<file path="config.mk">
export PLATFORM = sky130hd
export DESIGN_NAME = multi_protocol_command_deframer_flat
export DESIGN_NICKNAME = d
export VERILOG_FILES = /design/src/sv/mpcd_pkg.sv /design/src/sv/mpcd_in_if.sv /design/src/sv/mpcd_out_if.sv /design/src/sv/mpcd_ram.sv /design/src/sv/multi_protocol_command_deframer.sv /design/src/flat_wrapper.sv
export SDC_FILE = /design/constraint.sdc
export NUM_CORES = 1
export LEC_CHECK = 0
export BUFFER_PORTS_ARGS = -buffer_cell sky130_fd_sc_hd__buf_2
export CAP_MARGIN = 15
export CORE_MARGIN = 3
export CORE_UTILIZATION = 35
export DETAILED_ROUTE_END_ITERATION = 16
export MAX_ROUTING_LAYER = met4
export PLACE_DENSITY = 0.49
export SYNTH_ARGS = -nofsm -noshare
export SYNTH_HDL_FRONTEND = slang
export SYNTH_SLANG_ARGS = --single-unit
</file>
<file path="constraint.sdc">
create_clock -name clk -period 6.15 [get_ports clk]
set_input_delay 1.5375 -clock clk [delete_from_list [all_inputs] [get_ports clk]]
set_output_delay 1.5375 -clock clk [all_outputs]
set_load 0.01 [all_outputs]
</file>
<file path="src/sv/mpcd_pkg.sv">
package mpcd_pkg;

  localparam logic [7:0] SYNC_CSUM_A = 8'h57;
  localparam logic [7:0] SYNC_CSUM_B = 8'hAB;
  localparam logic [7:0] SYNC_LEN    = 8'h50;
  localparam logic [7:0] PRINT_LO    = 8'h20;
  localparam logic [7:0] PRINT_END   = 8'h7F;
  localparam logic [7:0] CHAR_LF     = 8'h0A;
  localparam logic [7:0] CHAR_CR     = 8'h0D;

  localparam int MAX_BIN_PAYLOAD = 32;
  localparam int MAX_LEN_PAYLOAD = 64;
  localparam int MAX_LINE        = 64;

  localparam int STORE_DEPTH = 64;
  localparam int ADDR_W      = $clog2(STORE_DEPTH);
  localparam int FILL_W      = ADDR_W + 1;

  localparam logic [1:0] PROTO_CSUM = 2'd0;
  localparam logic [1:0] PROTO_LEN  = 2'd1;
  localparam logic [1:0] PROTO_TEXT = 2'd2;

  localparam logic [1:0] ST_OK     = 2'd0;
  localparam logic [1:0] ST_CSUM   = 2'd1;
  localparam logic [1:0] ST_LENGTH = 2'd2;

  localparam logic MODE_DATA      = 1'b0;
  localparam logic MODE_LINE_ERR  = 1'b1;

endpackage

</file>
<file path="src/sv/mpcd_in_if.sv">
interface mpcd_in_if;
  logic       valid;
  logic       ready;
  logic       mode;
  logic [7:0] rx_byte;

  modport source (output valid, output mode, output rx_byte, input ready);
  modport sink   (input valid, input mode, input rx_byte, output ready);
endinterface

</file>
<file path="src/sv/mpcd_out_if.sv">
interface mpcd_out_if;
  logic        valid;
  logic        ready;
  logic [1:0]  protocol;
  logic [1:0]  status;
  logic [7:0]  command;
  logic [15:0] length;
  logic [7:0]  data_byte;
  logic [5:0]  byte_index;
  logic        has_data;
  logic        last;
  logic [31:0] good_count;
  logic [31:0] bad_count;

  modport source (
    output valid, output protocol, output status, output command, output length,
    output data_byte, output byte_index, output has_data, output last,
    output good_count, output bad_count, input ready
  );
  modport sink (
    input valid, input protocol, input status, input command, input length,
    input data_byte, input byte_index, input has_data, input last,
    input good_count, input bad_count, output ready
  );
endinterface

</file>
<file path="src/sv/mpcd_ram.sv">
module mpcd_ram #(
  parameter int DEPTH = 64,
  parameter int WIDTH = 8
) (
  input  logic                     clk,
  input  logic                     we,
  input  logic [$clog2(DEPTH)-1:0] waddr,
  input  logic [WIDTH-1:0]         wdata,
  input  logic                     re,
  input  logic [$clog2(DEPTH)-1:0] raddr,
  output logic [WIDTH-1:0]         rdata
);

  logic [WIDTH-1:0] mem [DEPTH];

  always_ff @(posedge clk) begin
    if (we) begin
      mem[waddr] <= wdata;
    end
  end

  always_ff @(posedge clk) begin
    if (re) begin
      rdata <= mem[raddr];
    end
  end

endmodule

</file>
<file path="src/sv/multi_protocol_command_deframer.sv">
// Channel  Role    Payload
// din      sink    mode, rx_byte
// dout     source  protocol, status, command, length, data_byte, byte_index,
//                  has_data, last, good_count, bad_count
//
// A received byte is taken whenever din is ready; payload bytes go into a 64-entry payload RAM.
// A completed frame with payload drains one result per byte, each by a RAM read and then an output load,
// so din is blocked from the frame's final byte until the last of those results is loaded.
// Error and empty-frame results load the output register in the accept cycle.
// Synchronous active-high reset clears control state and counters; the RAM is not cleared.
// din stalls while draining or while a result waits in the output register untaken.
module multi_protocol_command_deframer (
  input  logic        clk,
  input  logic        rst,
  mpcd_in_if.sink     din,
  mpcd_out_if.source  dout
);
  import mpcd_pkg::*;

  typedef enum logic [1:0] {PM_IDLE, PM_CSUM, PM_LEN, PM_TEXT} pm_t;
  typedef enum logic [2:0] {CS_SYNC2, CS_CMD, CS_LEN, CS_PAY, CS_SUM} cs_t;
  typedef enum logic [1:0] {LS_CMD, LS_LO, LS_HI, LS_PAY} ls_t;
  typedef enum logic [1:0] {PH_RUN, PH_RD, PH_LOAD} phase_t;

  pm_t    pm;
  cs_t    cs;
  ls_t    ls;
  phase_t phase;

  logic [7:0]        held_command;
  logic [15:0]       held_length;
  logic [FILL_W-1:0] fill;
  logic [7:0]        running_sum;
  logic [31:0]       good_frames;
  logic [31:0]       bad_frames;

  logic [ADDR_W-1:0] drain_idx;
  logic [FILL_W-1:0] drain_n;
  logic [1:0]        drain_proto;
  logic [7:0]        drain_cmd;
  logic [15:0]       drain_len;

  logic        out_valid;
  logic [1:0]  out_protocol;
  logic [1:0]  out_status;
  logic [7:0]  out_command;
  logic [15:0] out_length;
  logic [7:0]  out_data;
  logic [5:0]  out_index;
  logic        out_has;
  logic        out_last;
  logic [31:0] out_good;
  logic [31:0] out_bad;

  logic              acc;
  logic              data_acc;
  logic              out_free;
  logic              printable;
  logic              term;
  logic              wr_en;
  logic [ADDR_W-1:0] wr_addr;
  logic [7:0]        rd_data;
  logic [FILL_W-1:0] fill_inc;
  logic [15:0]       len16;
  logic [7:0]        sum_inc;
  logic              drain_last;

  assign out_free  = !out_valid || dout.ready;
  assign din.ready = (phase == PH_RUN) && out_free;
  assign acc       = din.valid && din.ready;
  assign data_acc  = acc && (din.mode == MODE_DATA);
  assign fill_inc  = fill + FILL_W'(1);
  assign len16     = {din.rx_byte, held_length[7:0]};
  assign sum_inc   = running_sum + din.rx_byte;
  assign drain_last = ({1'b0, drain_idx} + FILL_W'(1)) == drain_n;

  always_comb begin
    printable = din.rx_byte inside {[PRINT_LO:PRINT_END - 8'd1]};
    term      = (din.rx_byte == CHAR_LF) || (din.rx_byte == CHAR_CR);
    wr_en     = 1'b0;
    wr_addr   = fill[ADDR_W-1:0];
    case (pm)
      PM_IDLE: begin
        wr_en   = printable && (din.rx_byte != SYNC_CSUM_A) && (din.rx_byte != SYNC_LEN);
        wr_addr = '0;
      end
      PM_CSUM: wr_en = (cs == CS_PAY);
      PM_LEN:  wr_en = (ls == LS_PAY);
      PM_TEXT: wr_en = !term && (fill < FILL_W'(MAX_LINE - 1));
      default: wr_en = 1'b0;
    endcase
    wr_en = wr_en && data_acc;
  end

  mpcd_ram #(
    .DEPTH (STORE_DEPTH),
    .WIDTH (8)
  ) u_store (
    .clk   (clk),
    .we    (wr_en),
    .waddr (wr_addr),
    .wdata (din.rx_byte),
    .re    (phase == PH_RD),
    .raddr (drain_idx),
    .rdata (rd_data)
  );

  always_ff @(posedge clk) begin
    if (rst) begin
      pm          <= PM_IDLE;
      cs          <= CS_SYNC2;
      ls          <= LS_CMD;
      phase       <= PH_RUN;
      held_command <= '0;
      held_length <= '0;
      fill        <= '0;
      running_sum <= '0;
      good_frames <= '0;
      bad_frames  <= '0;
      drain_idx   <= '0;
      drain_n     <= '0;
      out_valid   <= 1'b0;
    end else begin
      if (dout.valid && dout.ready) begin
        out_valid <= 1'b0;
      end
      if (acc && din.mode == MODE_LINE_ERR) begin
        pm   <= PM_IDLE;
        fill <= '0;
      end else if (data_acc) begin
        case (pm)
          PM_IDLE: begin
            if (din.rx_byte == SYNC_CSUM_A) begin
              pm          <= PM_CSUM;
              running_sum <= SYNC_CSUM_A;
              cs          <= CS_SYNC2;
            end else if (din.rx_byte == SYNC_LEN) begin
              pm <= PM_LEN;
              ls <= LS_CMD;
            end else if (printable) begin
              pm   <= PM_TEXT;
              fill <= FILL_W'(1);
            end
          end
          PM_CSUM: begin
            case (cs)
              CS_SYNC2: begin
                if (din.rx_byte == SYNC_CSUM_B) begin
                  running_sum <= sum_inc;
                  cs          <= CS_CMD;
                end else if (din.rx_byte == SYNC_CSUM_A) begin
                  running_sum <= SYNC_CSUM_A;
                end else begin
                  pm <= PM_IDLE;
                end
              end
              CS_CMD: begin
                held_command <= din.rx_byte;
                running_sum  <= sum_inc;
                cs           <= CS_LEN;
              end
              CS_LEN: begin
                held_length <= {8'd0, din.rx_byte};
                running_sum <= sum_inc;
                if (din.rx_byte > 8'(MAX_BIN_PAYLOAD)) begin
                  pm           <= PM_IDLE;
                  bad_frames   <= bad_frames + 32'd1;
                  out_valid    <= 1'b1;
                  out_protocol <= PROTO_CSUM;
                  out_status   <= ST_LENGTH;
                  out_command  <= held_command;
                  out_length   <= {8'd0, din.rx_byte};
                  out_data     <= '0;
                  out_index    <= '0;
                  out_has      <= 1'b0;
                  out_last     <= 1'b1;
                  out_good     <= good_frames;
                  out_bad      <= bad_frames + 32'd1;
                end else begin
                  fill <= '0;
                  cs   <= (din.rx_byte == 8'd0) ? CS_SUM : CS_PAY;
                end
              end
              CS_PAY: begin
                fill        <= fill_inc;
                running_sum <= sum_inc;
                if ({{(16-FILL_W){1'b0}}, fill_inc} >= held_length) begin
                  cs <= CS_SUM;
                end
              end
              default: begin
                pm <= PM_IDLE;
                if (running_sum != din.rx_byte) begin
                  bad_frames   <= bad_frames + 32'd1;
                  out_valid    <= 1'b1;
                  out_protocol <= PROTO_CSUM;
                  out_status   <= ST_CSUM;
                  out_command  <= held_command;
                  out_length   <= held_length;
                  out_data     <= '0;
                  out_index    <= '0;
                  out_has      <= 1'b0;
                  out_last     <= 1'b1;
                  out_good     <= good_frames;
                  out_bad      <= bad_frames + 32'd1;
                end else begin
                  good_frames <= good_frames + 32'd1;
                  if (held_length == 16'd0) begin
                    out_valid    <= 1'b1;
                    out_protocol <= PROTO_CSUM;
                    out_status   <= ST_OK;
                    out_command  <= held_command;
                    out_length   <= held_length;
                    out_data     <= '0;
                    out_index    <= '0;
                    out_has      <= 1'b0;
                    out_last     <= 1'b1;
                    out_good     <= good_frames + 32'd1;
                    out_bad      <= bad_frames;
                  end else begin
                    phase       <= PH_RD;
                    drain_idx   <= '0;
                    drain_n     <= held_length[FILL_W-1:0];
                    drain_proto <= PROTO_CSUM;
                    drain_cmd   <= held_command;
                    drain_len   <= held_length;
                  end
                end
              end
            endcase
          end
          PM_LEN: begin
            case (ls)
              LS_CMD: begin
                held_command <= din.rx_byte;
                ls           <= LS_LO;
              end
              LS_LO: begin
                held_length <= {8'd0, din.rx_byte};
                ls          <= LS_HI;
              end
              LS_HI: begin
                held_length <= len16;
                if (len16 > 16'(MAX_LEN_PAYLOAD)) begin
                  pm           <= PM_IDLE;
                  bad_frames   <= bad_frames + 32'd1;
                  out_valid    <= 1'b1;
                  out_protocol <= PROTO_LEN;
                  out_status   <= ST_LENGTH;
                  out_command  <= held_command;
                  out_length   <= len16;
                  out_data     <= '0;
                  out_index    <= '0;
                  out_has      <= 1'b0;
                  out_last     <= 1'b1;
                  out_good     <= good_frames;
                  out_bad      <= bad_frames + 32'd1;
                end else if (len16 == 16'd0) begin
                  pm           <= PM_IDLE;
                  good_frames  <= good_frames + 32'd1;
                  out_valid    <= 1'b1;
                  out_protocol <= PROTO_LEN;
                  out_status   <= ST_OK;
                  out_command  <= held_command;
                  out_length   <= '0;
                  out_data     <= '0;
                  out_index    <= '0;
                  out_has      <= 1'b0;
                  out_last     <= 1'b1;
                  out_good     <= good_frames + 32'd1;
                  out_bad      <= bad_frames;
                end else begin
                  fill <= '0;
                  ls   <= LS_PAY;
                end
              end
              default: begin
                fill <= fill_inc;
                if ({{(16-FILL_W){1'b0}}, fill_inc} >= held_length) begin
                  pm          <= PM_IDLE;
                  good_frames <= good_frames + 32'd1;
                  phase       <= PH_RD;
                  drain_idx   <= '0;
                  drain_n     <= held_length[FILL_W-1:0];
                  drain_proto <= PROTO_LEN;
                  drain_cmd   <= held_command;
                  drain_len   <= held_length;
                end
              end
            endcase
          end
          default: begin
            if (term) begin
              pm   <= PM_IDLE;
              fill <= '0;
              if (fill != '0) begin
                phase       <= PH_RD;
                drain_idx   <= '0;
                drain_n     <= fill;
                drain_proto <= PROTO_TEXT;
                drain_cmd   <= '0;
                drain_len   <= {{(16-FILL_W){1'b0}}, fill};
              end
            end else if (fill < FILL_W'(MAX_LINE - 1)) begin
              fill <= fill_inc;
            end else begin
              fill <= '0;
              pm   <= PM_IDLE;
            end
          end
        endcase
      end

      case (phase)
        PH_RD: phase <= PH_LOAD;
        PH_LOAD: begin
          if (out_free) begin
            out_valid    <= 1'b1;
            out_protocol <= drain_proto;
            out_status   <= ST_OK;
            out_command  <= drain_cmd;
            out_length   <= drain_len;
            out_data     <= rd_data;
            out_index    <= drain_idx;
            out_has      <= 1'b1;
            out_last     <= drain_last;
            out_good     <= good_frames;
            out_bad      <= bad_frames;
            if (drain_last) begin
              phase <= PH_RUN;
            end else begin
              drain_idx <= drain_idx + ADDR_W'(1);
              phase     <= PH_RD;
            end
          end
        end
        default: ;
      endcase
    end
  end

  assign dout.valid      = out_valid;
  assign dout.protocol   = out_protocol;
  assign dout.status     = out_status;
  assign dout.command    = out_command;
  assign dout.length     = out_length;
  assign dout.data_byte  = out_data;
  assign dout.byte_index = out_index;
  assign dout.has_data   = out_has;
  assign dout.last       = out_last;
  assign dout.good_count = out_good;
  assign dout.bad_count  = out_bad;

  a_rd_then_load: assert property (@(posedge clk) disable iff (rst)
    (phase == PH_RD) |=> (phase == PH_LOAD))
    else $error("drain read not followed by load");

  a_idx_in_range: assert property (@(posedge clk) disable iff (rst)
    (phase != PH_RUN) |-> ({1'b0, drain_idx} < drain_n))
    else $error("drain index beyond frame length");

  a_no_write_drain: assert property (@(posedge clk) disable iff (rst)
    (phase != PH_RUN) |-> !wr_en)
    else $error("payload store written while draining");

  a_final_load: assert property (@(posedge clk) disable iff (rst)
    (phase == PH_LOAD && out_free && drain_last) |=>
      (phase == PH_RUN && out_valid && out_last && out_has))
    else $error("final payload result not marked last");

  a_nodata_last: assert property (@(posedge clk) disable iff (rst)
    (out_valid && !out_has) |-> out_last)
    else $error("result without data not marked last");

endmodule
</file>
<file path="src/flat_wrapper.sv">
// flat-port wrapper written by rule: the top's interface ports become plain ports
module multi_protocol_command_deframer_flat import mpcd_pkg::*;
  (clk, rst, din_valid, din_mode, din_rx_byte, din_ready, dout_valid, dout_protocol, dout_status, dout_command, dout_length, dout_data_byte, dout_byte_index, dout_has_data, dout_last, dout_good_count, dout_bad_count, dout_ready);
  mpcd_in_if din_i ();
  mpcd_out_if dout_i ();
  input  logic clk;
  input  logic rst;
  input wire logic [$bits(din_i.valid)-1:0] din_valid;
  input wire logic [$bits(din_i.mode)-1:0] din_mode;
  input wire logic [$bits(din_i.rx_byte)-1:0] din_rx_byte;
  output wire logic [$bits(din_i.ready)-1:0] din_ready;
  output wire logic [$bits(dout_i.valid)-1:0] dout_valid;
  output wire logic [$bits(dout_i.protocol)-1:0] dout_protocol;
  output wire logic [$bits(dout_i.status)-1:0] dout_status;
  output wire logic [$bits(dout_i.command)-1:0] dout_command;
  output wire logic [$bits(dout_i.length)-1:0] dout_length;
  output wire logic [$bits(dout_i.data_byte)-1:0] dout_data_byte;
  output wire logic [$bits(dout_i.byte_index)-1:0] dout_byte_index;
  output wire logic [$bits(dout_i.has_data)-1:0] dout_has_data;
  output wire logic [$bits(dout_i.last)-1:0] dout_last;
  output wire logic [$bits(dout_i.good_count)-1:0] dout_good_count;
  output wire logic [$bits(dout_i.bad_count)-1:0] dout_bad_count;
  input wire logic [$bits(dout_i.ready)-1:0] dout_ready;
  assign din_i.valid = din_valid;
  assign din_i.mode = din_mode;
  assign din_i.rx_byte = din_rx_byte;
  assign din_ready = din_i.ready;
  assign dout_valid = dout_i.valid;
  assign dout_protocol = dout_i.protocol;
  assign dout_status = dout_i.status;
  assign dout_command = dout_i.command;
  assign dout_length = dout_i.length;
  assign dout_data_byte = dout_i.data_byte;
  assign dout_byte_index = dout_i.byte_index;
  assign dout_has_data = dout_i.has_data;
  assign dout_last = dout_i.last;
  assign dout_good_count = dout_i.good_count;
  assign dout_bad_count = dout_i.bad_count;
  assign dout_i.ready = dout_ready;
  multi_protocol_command_deframer u_core (.clk(clk), .rst(rst), .din(din_i), .dout(dout_i));
endmodule
</file>
* Yosys cells after proc, flatten, opt, wreduce, memory -nomap -nowiden
Memory sizes are Yosys's and may differ from the RTL's. A register that Yosys moved wholly into a read port is not among the register bits. Cells that the tools add are included.
Cells by class: $add $sub $neg 6, multipliers 0, divide/modulo/power cells 0, magnitude comparators 6, equality and inequality tests 59, shift-type cells 0, mux-type cells 256, bitwise logic cells 4, reductions and logical operators 46
Operator list (count):
- $mux W32 | 29
- $pmux W32 S2 | 8
- $mux W16 | 18
- $mux W8 | 31
- $mux W6 | 23
- $pmux W16 S2 | 4
- $pmux W8 S2 | 7
- $mux W7 | 15
- $mux W2 | 52
- $add A32 B1 Y32 const B | 2
- $pmux W16 S3 | 1
- $pmux W7 S3 | 2
- $mux W1 | 34
- $logic_not A16 Y1 | 2
- $ne A2 B2 Y1 const B | 15
- $pmux W2 S3 | 5
- $pmux W2 S2 | 7
- $pmux W7 S2 | 2
- $ne A3 B3 Y1 const B | 8
- $pmux W6 S2 | 2
- $pmux W8 S3 | 1
- $reduce_and A8 Y1 | 3
- $reduce_and A10 Y1 | 2
- $ne A3 B2 Y1 const B | 6
- other kinds (49) | 98
Word-level totals: bits in registers 260, latch bits 0, bits in writable memories 512, bits in read-only memories 0, input port bits 13, output and inout port bits 110, word-level logic and storage cells 405, memories kept 1
Memory list:
- u_core.u_store.mem | depth 64, bits a word 8, read ports 1, clocked after memory_dff 1, wr ports 1, line mpcd_ram.sv:14 | logic [WIDTH-1:0] mem [DEPTH];

* Longest topological paths before layout
Gate-level depths: netlist of the first run.
depth in word-level cells 10, mapped depth 13, depth with buffers taken out 12

* By module
From an unflattened synthesis of the first run, not the netlist that was laid out.
Unflattened totals: cells, all modules 3176, area, all modules 38086.5 µm²
Modules (own cells, without submodules):
- mpcd_ram | instances 1, cells each 972, area an instance 20270.7 µm², seq. area each 15615.0 µm²
- multi_protocol_command_deframer | instances 1, cells each 2204, area an instance 17815.8 µm², seq. area each 6546.3 µm²

* Worst setup path before layout of the first run
No wires, ideal clock.
kind input port to flip-flop, start point in rst, end point reg u_core.drain_cmd[0] (enable), library setup time 0.378 ns, arrival 4.739 ns, data required time 5.772 ns, path slack 1.034 ns, stages on the path 2, path buffers 0, path through clkinv_1 -> and2_1
Between the ends: word-level cells in the longest chain between the ends 2
Ends and longest elaborated chain:
- start, declared | line flat_wrapper.sv:7 | input logic rst;
- $not A1 Y1 (no source line)
- $reduce_and A11 Y1 (no source line)
- end signal, assigned | line multi_protocol_command_deframer.sv:225 | drain_cmd <= held_command;
- end signal, assigned | line multi_protocol_command_deframer.sv:286 | drain_cmd <= held_command;
- end, declared | line multi_protocol_command_deframer.sv:40 | logic [7:0] drain_cmd;
No other way between the ends. A chain may end at the register's enable or synchronous reset.

* Final worst setup path of the first run
start point in din_rx_byte[1], end point reg u_core.out_command[1] (netlist: u_core.dout.command[1]) (data pin)
Between the ends: word-level cells in the longest chain between the ends 9, elaborated cells on any way between the ends 15, those cells by class 2 x order compare; 1 x eq/ne; 11 x mux; 1 x reduce/logical
Ends and longest elaborated chain:
- start, declared | line flat_wrapper.sv:10 | input wire logic [$bits(din_i.rx_byte)-1:0] din_rx_byte;
- branches (longest 4 deep; another with $gt A16 B7 Y1)
- $pmux W8 S2 * | line multi_protocol_command_deframer.sv:131 | case (pm)
- $mux W8 * | line multi_protocol_command_deframer.sv:130 | end else if (data_acc) begin
- $mux W8 * | line multi_protocol_command_deframer.sv:127 | if (acc && din.mode == MODE_LINE_ERR) begin
- $mux W8 | line multi_protocol_command_deframer.sv:317 | if (out_free) begin
- $mux W8 * | line multi_protocol_command_deframer.sv:314 | case (phase)
- end signal, assigned | line multi_protocol_command_deframer.sv:171 | out_command <= held_command;
- end signal, assigned | line multi_protocol_command_deframer.sv:198 | out_command <= held_command;
- end signal, assigned | line multi_protocol_command_deframer.sv:321 | out_command <= drain_cmd;
- end, declared | line multi_protocol_command_deframer.sv:46 | logic [7:0] out_command;
Mark *: on every way between the ends.

==> results of run 1 <==
==> power by group through the flow <==
stage               logic, mW  clock network [mW]  registers (mW)
floorplan               0.271                   0            5.98
global route            0.612                5.66            5.89
finish                  0.571                5.34            5.88
global placement        0.564                   0            5.99
detailed placement      0.571                   0            5.99
CTS                     0.571                5.46            5.88
==> kinds of logic (layout without fill, tap and decap cells) <==
kind of cell	Yosys count	after routing
muxes	204	204
other	0	3
DFF	780	780
and+or+nand+nor	904	904
buffers and inverters	283	417
adders and majority gates	33	33
AOI/OAI and AO/OA	724	724
xor gates and xnor gates	80	80
==> per-stage QoR <==
stage	hold slack, ps	power (mW)	instances
finish	515	11.8	4536
global route	548	12.2	4535
CTS	515	11.9	4533
detailed placement	500	6.56	4374
global placement	491	6.55	4372
floorplan	462	6.25	3008
==> worst max-delay path, cell delays in order <==
cell and delay [ps]:
buf_2 250, or4_4 630, or4_1 670, a31oi_1 930, a21o_1 300, or2_2 510, buf_12 290, a221oi_1 130
nor2_1 150
==> cell usage after synthesis (all sizes together) (9+ instances only) <==
cell	instances	area, µm²
edfxtp	654	19600
nor2	300	1130
clkbuf	204	766
nand2	194	728
a21oi	175	898
o21ai	173	866
mux4	168	3780
dfxtp	126	2520
nand3	85	425
nor3	60	315
a221oi	53	470
or3	53	337
nand4	45	282
inv	41	154
xor2	40	350
xnor2	39	342
and2	37	231
a31oi	36	225
buf	36	170
ha	32	400
and3	30	188
mux2i	29	290
nor4	29	188
a221o	24	240
o221ai	23	201
a211oi	21	158
a22oi	21	158
o22ai	19	119
o211ai	17	133
a22o	15	131
a21o	14	105
o31ai	14	105
a211o	13	114
nor2b	13	81.3
or4	11	86.3
a32oi	10	87.6
and4	10	87.6
o21a	9	67.6
==> how the worst max path moves through the flow <==
stage,startpoint,end,slack (ps),cells after the start
finish,din_rx_byte[1],u_core.dout.command[1]$_DFFE_PN_,1210,9
global route,din_rx_byte[1],u_core.dout.command[1]$_DFFE_PN_,1270,9
CTS,din_rx_byte[1],u_core.dout.command[1]$_DFFE_PN_,1400,9
detailed placement,din_rx_byte[1],u_core.dout.command[1]$_DFFE_PN_,670,9
global placement,din_rx_byte[6],u_core.dout.bad_count[21]$_DFFE_PN_,630,12
floorplan,rst,u_core.drain_cmd[0]$_SDFFCE_PP0P_,1030,2
==> registers in the layout, summed over array words and instances, names as in the netlist, 8 cells and up <==
| signal | count |
|---|---|
| u_core.u_store.mem | 512 |
| u_core.bad_frames | 32 |
| u_core.dout.bad_count | 32 |
| u_core.dout.good_count | 32 |
| u_core.good_frames | 32 |
| u_core.dout.length | 16 |
| u_core.drain_len | 16 |
| u_core.held_length | 16 |
| u_core.dout.command | 8 |
| u_core.dout.data_byte | 8 |
| u_core.drain_cmd | 8 |
| u_core.held_command | 8 |
| u_core.running_sum | 8 |
| u_core.u_store.rdata | 8 |
==> per-layer routing <==
layer | part of all wire, % | wire length, µm | vias to the layer above
met2 | 47 | 63300 | 1492
met3 | 7.6 | 10200 | 313
met4 | 3.8 | 5120 | 0
met5 | 0 | 0 | -
li1 | - | - | 12000
met1 | 41 | 54700 | 14100
==> layout make-up <==
type,count,area [µm²]
Fill cell,9893,63200
Sequential cell,780,22200
Multi-Input combinational cell,1945,14600
Clock buffer,115,2350
Tap cell,1391,1740
Timing Repair Buffer,215,1370
Clock inverter,44,564
Inverter,43,166
Antenna cell,3,7.51
==> flow_metrics.env, run 1 <==
export IMPL_grt_pass1_vias=27000
export IMPL_max_cap_viol_count=0
export IMPL_synth_compound_area_share_pct=12.9
export IMPL_min_path_cells=2
export IMPL_clkSinkCount=780
export IMPL_drt_iter0_drc=2966
export IMPL_powerDensity_mw_per_mm2=275
export IMPL_synthArstFlopShare_pct=0
export IMPL_place_ws_ps=666
export IMPL_yosysSeqAreaShare_pct=58.7
export IMPL_grt_pass1_wl_um=193000
export IMPL_finalSetupTns_ps=0
export IMPL_die_area_mm2=0.112
export IMPL_synth_nets=3054
export IMPL_cp_required_ps=6670
export IMPL_synth_xor_area_share_pct=1.89
export IMPL_synth_cells=3008
export IMPL_placed_cell_area_mm2=0.0400
export IMPL_synthMuxAreaShare_pct=11.0
export IMPL_cts_tree="yes"
export IMPL_track_usage_pct=24.0
export IMPL_layout_common_cells="edfxtp_1, nor2_1, nand2_1, a21oi_1, mux4_2"
export IMPL_final_max_slew_viol_count=0
export IMPL_fp_dieW_um=335
export IMPL_clockBufferDepth=3
export IMPL_hold_path_class="reg -> reg"
export IMPL_synth_top_family_by_area="compound AO/OA/AOI/OAI gates"
export IMPL_slew_headroom_pct=13.7
export IMPL_worst_slew_pin_slew_ps=1280
export IMPL_intPower_mw=9.08
export IMPL_clkTransAtPathRegs_ps=60
export IMPL_outcome="completed"
export IMPL_ctsHoldBuffers=0
export IMPL_p_sw_mw=2.71
export IMPL_grt_max_degree=81
export IMPL_busiest_layer="met2"
export IMPL_rsz0062_at_grt="false"
export IMPL_drive_gt1_share_pct=17.5
export IMPL_final_nets=3119
export IMPL_io_pins=123
export IMPL_dpl_hpwl_um=87400
export IMPL_via_per_inst=6.15
export IMPL_yosysWarningCount=0
export IMPL_critPathKind="in -> reg"
export IMPL_seq_power_share_pct=49.9
export IMPL_post_drt_wl_per_cell_um=29.4
export IMPL_htree_levels=3
export IMPL_syn_area_mm2=0.0378
export IMPL_totalWireLength_um=133000
export IMPL_worstPathArrival_ps=5460
export IMPL_setup_viol=0
export IMPL_start_kind="primary input"
export IMPL_clock_skew_ps=31.5
export IMPL_holdPathEnd="u_core.held_command[7]$_SDFFE_PP0P_"
export IMPL_ir_worst_vdd_mv=0.208
export IMPL_firstDrtPassIters=6
export IMPL_critical_path_endpoint_type="flip-flop"
export IMPL_synth_edff_count=654
export IMPL_layout_commonest_cell="edfxtp_1"
export IMPL_p_sw_share_pct=23.0
export IMPL_worstPathMaxFanout=30
export IMPL_r2r_end="u_core.dout.bad_count[21]$_DFFE_PN_"
export IMPL_clock_power_share_pct=45.3
export IMPL_fp_row_count=119
export IMPL_antenna_found_initial=7
export IMPL_gp_congestion=0.912
export IMPL_hold_path_startpoint="u_core.held_command[7]$_SDFFE_PP0P_"
export IMPL_regToRegSetupSlack_ps=1640
export IMPL_overflow=0
export IMPL_grtUsageMet3_pct=3.94
export IMPL_yosys_area_share_simple_pct=11.5
export IMPL_clock_latency_ps=670
export IMPL_max_freq_ghz=0.203
export IMPL_avgSynthCellArea_um2=12.6
export IMPL_finalWorstSetupSlack_ps=1210
export IMPL_grtUsageMet2_pct=37.9
export IMPL_route_detailed_drc=0
export IMPL_syn_to_final_growth_pct=13.6
export IMPL_fp_dieH_um=335
export IMPL_p_leak_nw=13.6
export IMPL_postLayoutCellArea_mm2=0.0429
export IMPL_postCtsSetupBuffers=0
export IMPL_synth_fa_ha_area_share_pct=1.11
export IMPL_cts_resized=0
export IMPL_synth_ff_type="edfxtp_1"
export IMPL_rr_startpoint="u_core.cs[2]$_SDFFE_PP0P_"
export IMPL_min_period_over_period_pct=80.3
export IMPL_cts_root_buf="clkbuf_16"
export IMPL_vias=27900
export IMPL_core_area_mm2=0.106
export IMPL_start_util_pct=35.6
export IMPL_use_met1_pct=31.3
export IMPL_cts_buffers=88
export IMPL_ant_nets=0
export IMPL_final_hold_violation_count=0
export IMPL_pwr_share_comb_pct=4.8
export IMPL_synth_distinct_cells=88
export IMPL_reg2regPathDepth=8
export IMPL_synth_seq_cells=780
export IMPL_numPortBuffers=122
export IMPL_final_util_pct=40.4
export IMPL_finalCriticalPeriod_ps=4940
No activity file was read; power rests on OpenSTA's default activity.
==> run 2, diff against run 1 <==
--- a/config.mk
+++ b/config.mk
@@ -5,6 +5,7 @@
 export SDC_FILE = /design/constraint.sdc
 export NUM_CORES = 1
 export LEC_CHECK = 0
+export ABC_AREA = 1
 export BUFFER_PORTS_ARGS = -buffer_cell sky130_fd_sc_hd__buf_2
 export CAP_MARGIN = 15
 export CORE_MARGIN = 3
==> constraint.sdc (replaced) <==
create_clock -name clk -period 5.1 [get_ports clk]
set_input_delay 1.275 -clock clk [delete_from_list [all_inputs] [get_ports clk]]
set_output_delay 1.275 -clock clk [all_outputs]
set_load 0.01 [all_outputs]
==> flow_metrics.env, run 2 <==
export IMPL_via_per_inst=5.50
export IMPL_yosysSeqAreaShare_pct=56.0
export IMPL_die_area_mm2=0.117
export IMPL_cts_root_buf="clkbuf_16"
export IMPL_antenna_found_initial=6
export IMPL_synth_ff_type="edfxtp_1"
export IMPL_setup_viol=0
export IMPL_place_ws_ps=586
export IMPL_top_register="u_core.u_store.mem"
export IMPL_hold_path_class="reg -> reg"
export IMPL_grtUsageMet3_pct=3.12
export IMPL_synth_nets=4458
export IMPL_numPortBuffers=122
export IMPL_grt_max_degree=152
export IMPL_track_usage_pct=23.8
export IMPL_cts_resized=0
export IMPL_avgSynthCellArea_um2=8.97
export IMPL_yosys_cell_count_top_type="nand2_1"
export IMPL_ant_nets=0
export IMPL_yosysWarningCount=0
export IMPL_powerDensity_mw_per_mm2=338
export IMPL_grt_pass1_vias=31500
export IMPL_ctsHoldBuffers=0
export IMPL_p_leak_nw=16.0
export IMPL_cts_tree="yes"
export IMPL_io_pins=123
export IMPL_dpl_hpwl_um=88700
export IMPL_vias=33000
export IMPL_min_period_over_period_pct=80.8
export IMPL_yosysTopAreaCellShare_pct=49.6
export IMPL_synthArstFlopShare_pct=0
export IMPL_fillers=11300
export IMPL_final_max_slew_viol_count=0
export IMPL_clkTransAtPathRegs_ps=60
export IMPL_finalCriticalPeriod_ps=4120
export IMPL_yosys_top_cells_count="nand2_1, nor2_1, edfxtp_1, o21ai_0, a21oi_1"
export IMPL_fp_dieH_um=342
export IMPL_layout_common_cells="nand2_1, nor2_1, edfxtp_1, o21ai_0, a21oi_1"
export IMPL_gp_congestion=0.923
export IMPL_max_freq_ghz=0.243
export IMPL_firstDrtPassIters=6
export IMPL_critPathKind="reg -> reg"
export IMPL_cp_required_ps=5620
export IMPL_clockBufferDepth=3
export IMPL_route_detailed_drc=0
export IMPL_final_hold_violation_count=0
export IMPL_htree_levels=3
export IMPL_fp_dieW_um=342
export IMPL_clock_latency_ps=690
export IMPL_max_cap_viol_count=0
export IMPL_postCtsSetupBuffers=0
export IMPL_synth_cells=4412
export IMPL_finalWorstSetupSlack_ps=978
export IMPL_worstPathMaxFanout=28
export IMPL_outcome="completed"
export IMPL_start_kind="flip-flop"
export IMPL_clkSinkCount=780
export IMPL_overflow=0
export IMPL_rsz0062_at_grt="false"
export IMPL_finalSetupTns_ps=0
export IMPL_grtUsageMet2_pct=37.7
export IMPL_syn_to_final_growth_pct=12.7
export IMPL_fp_row_count=122
export IMPL_synth_distinct_cells=62
export IMPL_start_util_pct=35.5
export IMPL_worst_slew_pin_slew_ps=1030
export IMPL_clock_skew_ps=45.7
export IMPL_ir_worst_vdd_mv=0.271
export IMPL_critical_path_endpoint_type="flip-flop"
export IMPL_use_met1_pct=32.0
export IMPL_totalWireLength_um=139000
export IMPL_synth_edff_count=654
export IMPL_largest_reg_flops=512
export IMPL_syn_area_mm2=0.0396
export IMPL_cts_buffers=91
export IMPL_worstPathArrival_ps=4640
export IMPL_drive_gt1_share_pct=9.85
export IMPL_busiest_layer="met2"
export IMPL_synth_area_top_cells="edfxtp_1, nand2_1, dfxtp_1"
export IMPL_grt_pass1_wl_um=207000
export IMPL_synth_top_area_cell="edfxtp_1"
export IMPL_layout_commonest_cell="nand2_1"
export IMPL_slew_headroom_pct=31.4
export IMPL_final_nets=4480
export IMPL_drt_iter0_drc=3143
export IMPL_core_area_mm2=0.111
export IMPL_post_drt_wl_per_cell_um=23.1
export IMPL_synth_seq_cells=780
[run 2: cell types whose count changed after synthesis, sizes merged, moves of 168 or more]
cell and delta:
nand2 +681, nor2 +386, o21ai +270, inv +227, nand3 +226, a21oi +175, mux4 -168
[run 2: power by group]
part / total (mW) / switching, mW / internal, mW
combinational: 1.11 / 0.803 / 0.304
clock: 6.75 / 2.82 / 3.93
sequential: 7.19 / 0.148 / 7.04
[run 2: per-layer routing]
metal / part of all wire, % / wire [µm]
met5: 0 / 0
met4: 2.8 / 3830
met3: 6.4 / 8920
met2: 47 / 64600
met1: 44 / 61400
[run 2: layout make-up]
| class | instances | area, µm² | area share [%] |
|---|---|---|---|
| Tap cell | 1488 | 1860 | 4.18 |
| Clock buffer | 113 | 2440 | 5.47 |
| Antenna cell | 2 | 5.00 | 0.0112 |
| Inverter | 275 | 1050 | 2.36 |
| Timing Repair Buffer | 196 | 1240 | 2.78 |
| Sequential cell | 780 | 22200 | 49.7 |
| Clock inverter | 54 | 649 | 1.46 |
| Multi-Input combinational cell | 3090 | 15200 | 34.0 |
[run 2: worst max-delay path: stages (launching register included)]
cell     delay [ps]
dfxtp_1         360
inv_1           100
ha_1            500
nand2_1         420
inv_1           450
buf_4           310
nand2_4         320
inv_1           520
nand2_1         450
o21ai_0         290
a21oi_1          60
a21oi_1         160
[run 2: final timing paths]
kind | end | start | slack (ps) | cells after the start
max | u_core.dout.length[4]$_DFFE_PN_ | u_core.pm[0]$_SDFFE_PP0P_ | 980 | 11
min | u_core.running_sum[6]$_SDFFE_PP0P_ | u_core.running_sum[6]$_SDFFE_PP0P_ | 480 | 2
max reg2reg | u_core.dout.length[4]$_DFFE_PN_ | u_core.pm[0]$_SDFFE_PP0P_ | 980 | 11
min reg2reg | u_core.running_sum[6]$_SDFFE_PP0P_ | u_core.running_sum[6]$_SDFFE_PP0P_ | 480 | 2
[run 2: cell families (layout without fill, tap and decap cells)]
family	Yosys count	in the layout	share of synthesized area [%]
simple gates	1948	1948	20.8
compound gates	1072	1072	15.5
flops	780	780	56.0
buf+inv	542	638	5.72
xor+xnor	37	37	0.838
fa+ha+maj	33	33	1.06
other cells	0	2	0
[run 2: through the flow]
| step | instance area (µm²) | utilization, % | hold slack, ps | power (mW) | instances |
|---|---|---|---|---|---|
| 6_report | 44600 | 40.0 | 481 | 15.0 | 5998 |
| 3_5_place_dp | 41500 | 37.2 | 478 | 8.42 | 5828 |
| 2_1_floorplan | 39600 | - | 451 | 7.92 | 4412 |
| 4_1_cts | 44500 | 40.0 | 487 | 15.2 | 5995 |
| 3_3_place_gp | 41500 | 37.2 | 471 | 8.42 | 5828 |
| 5_1_grt | 44600 | 40.0 | 501 | 15.5 | 5998 |
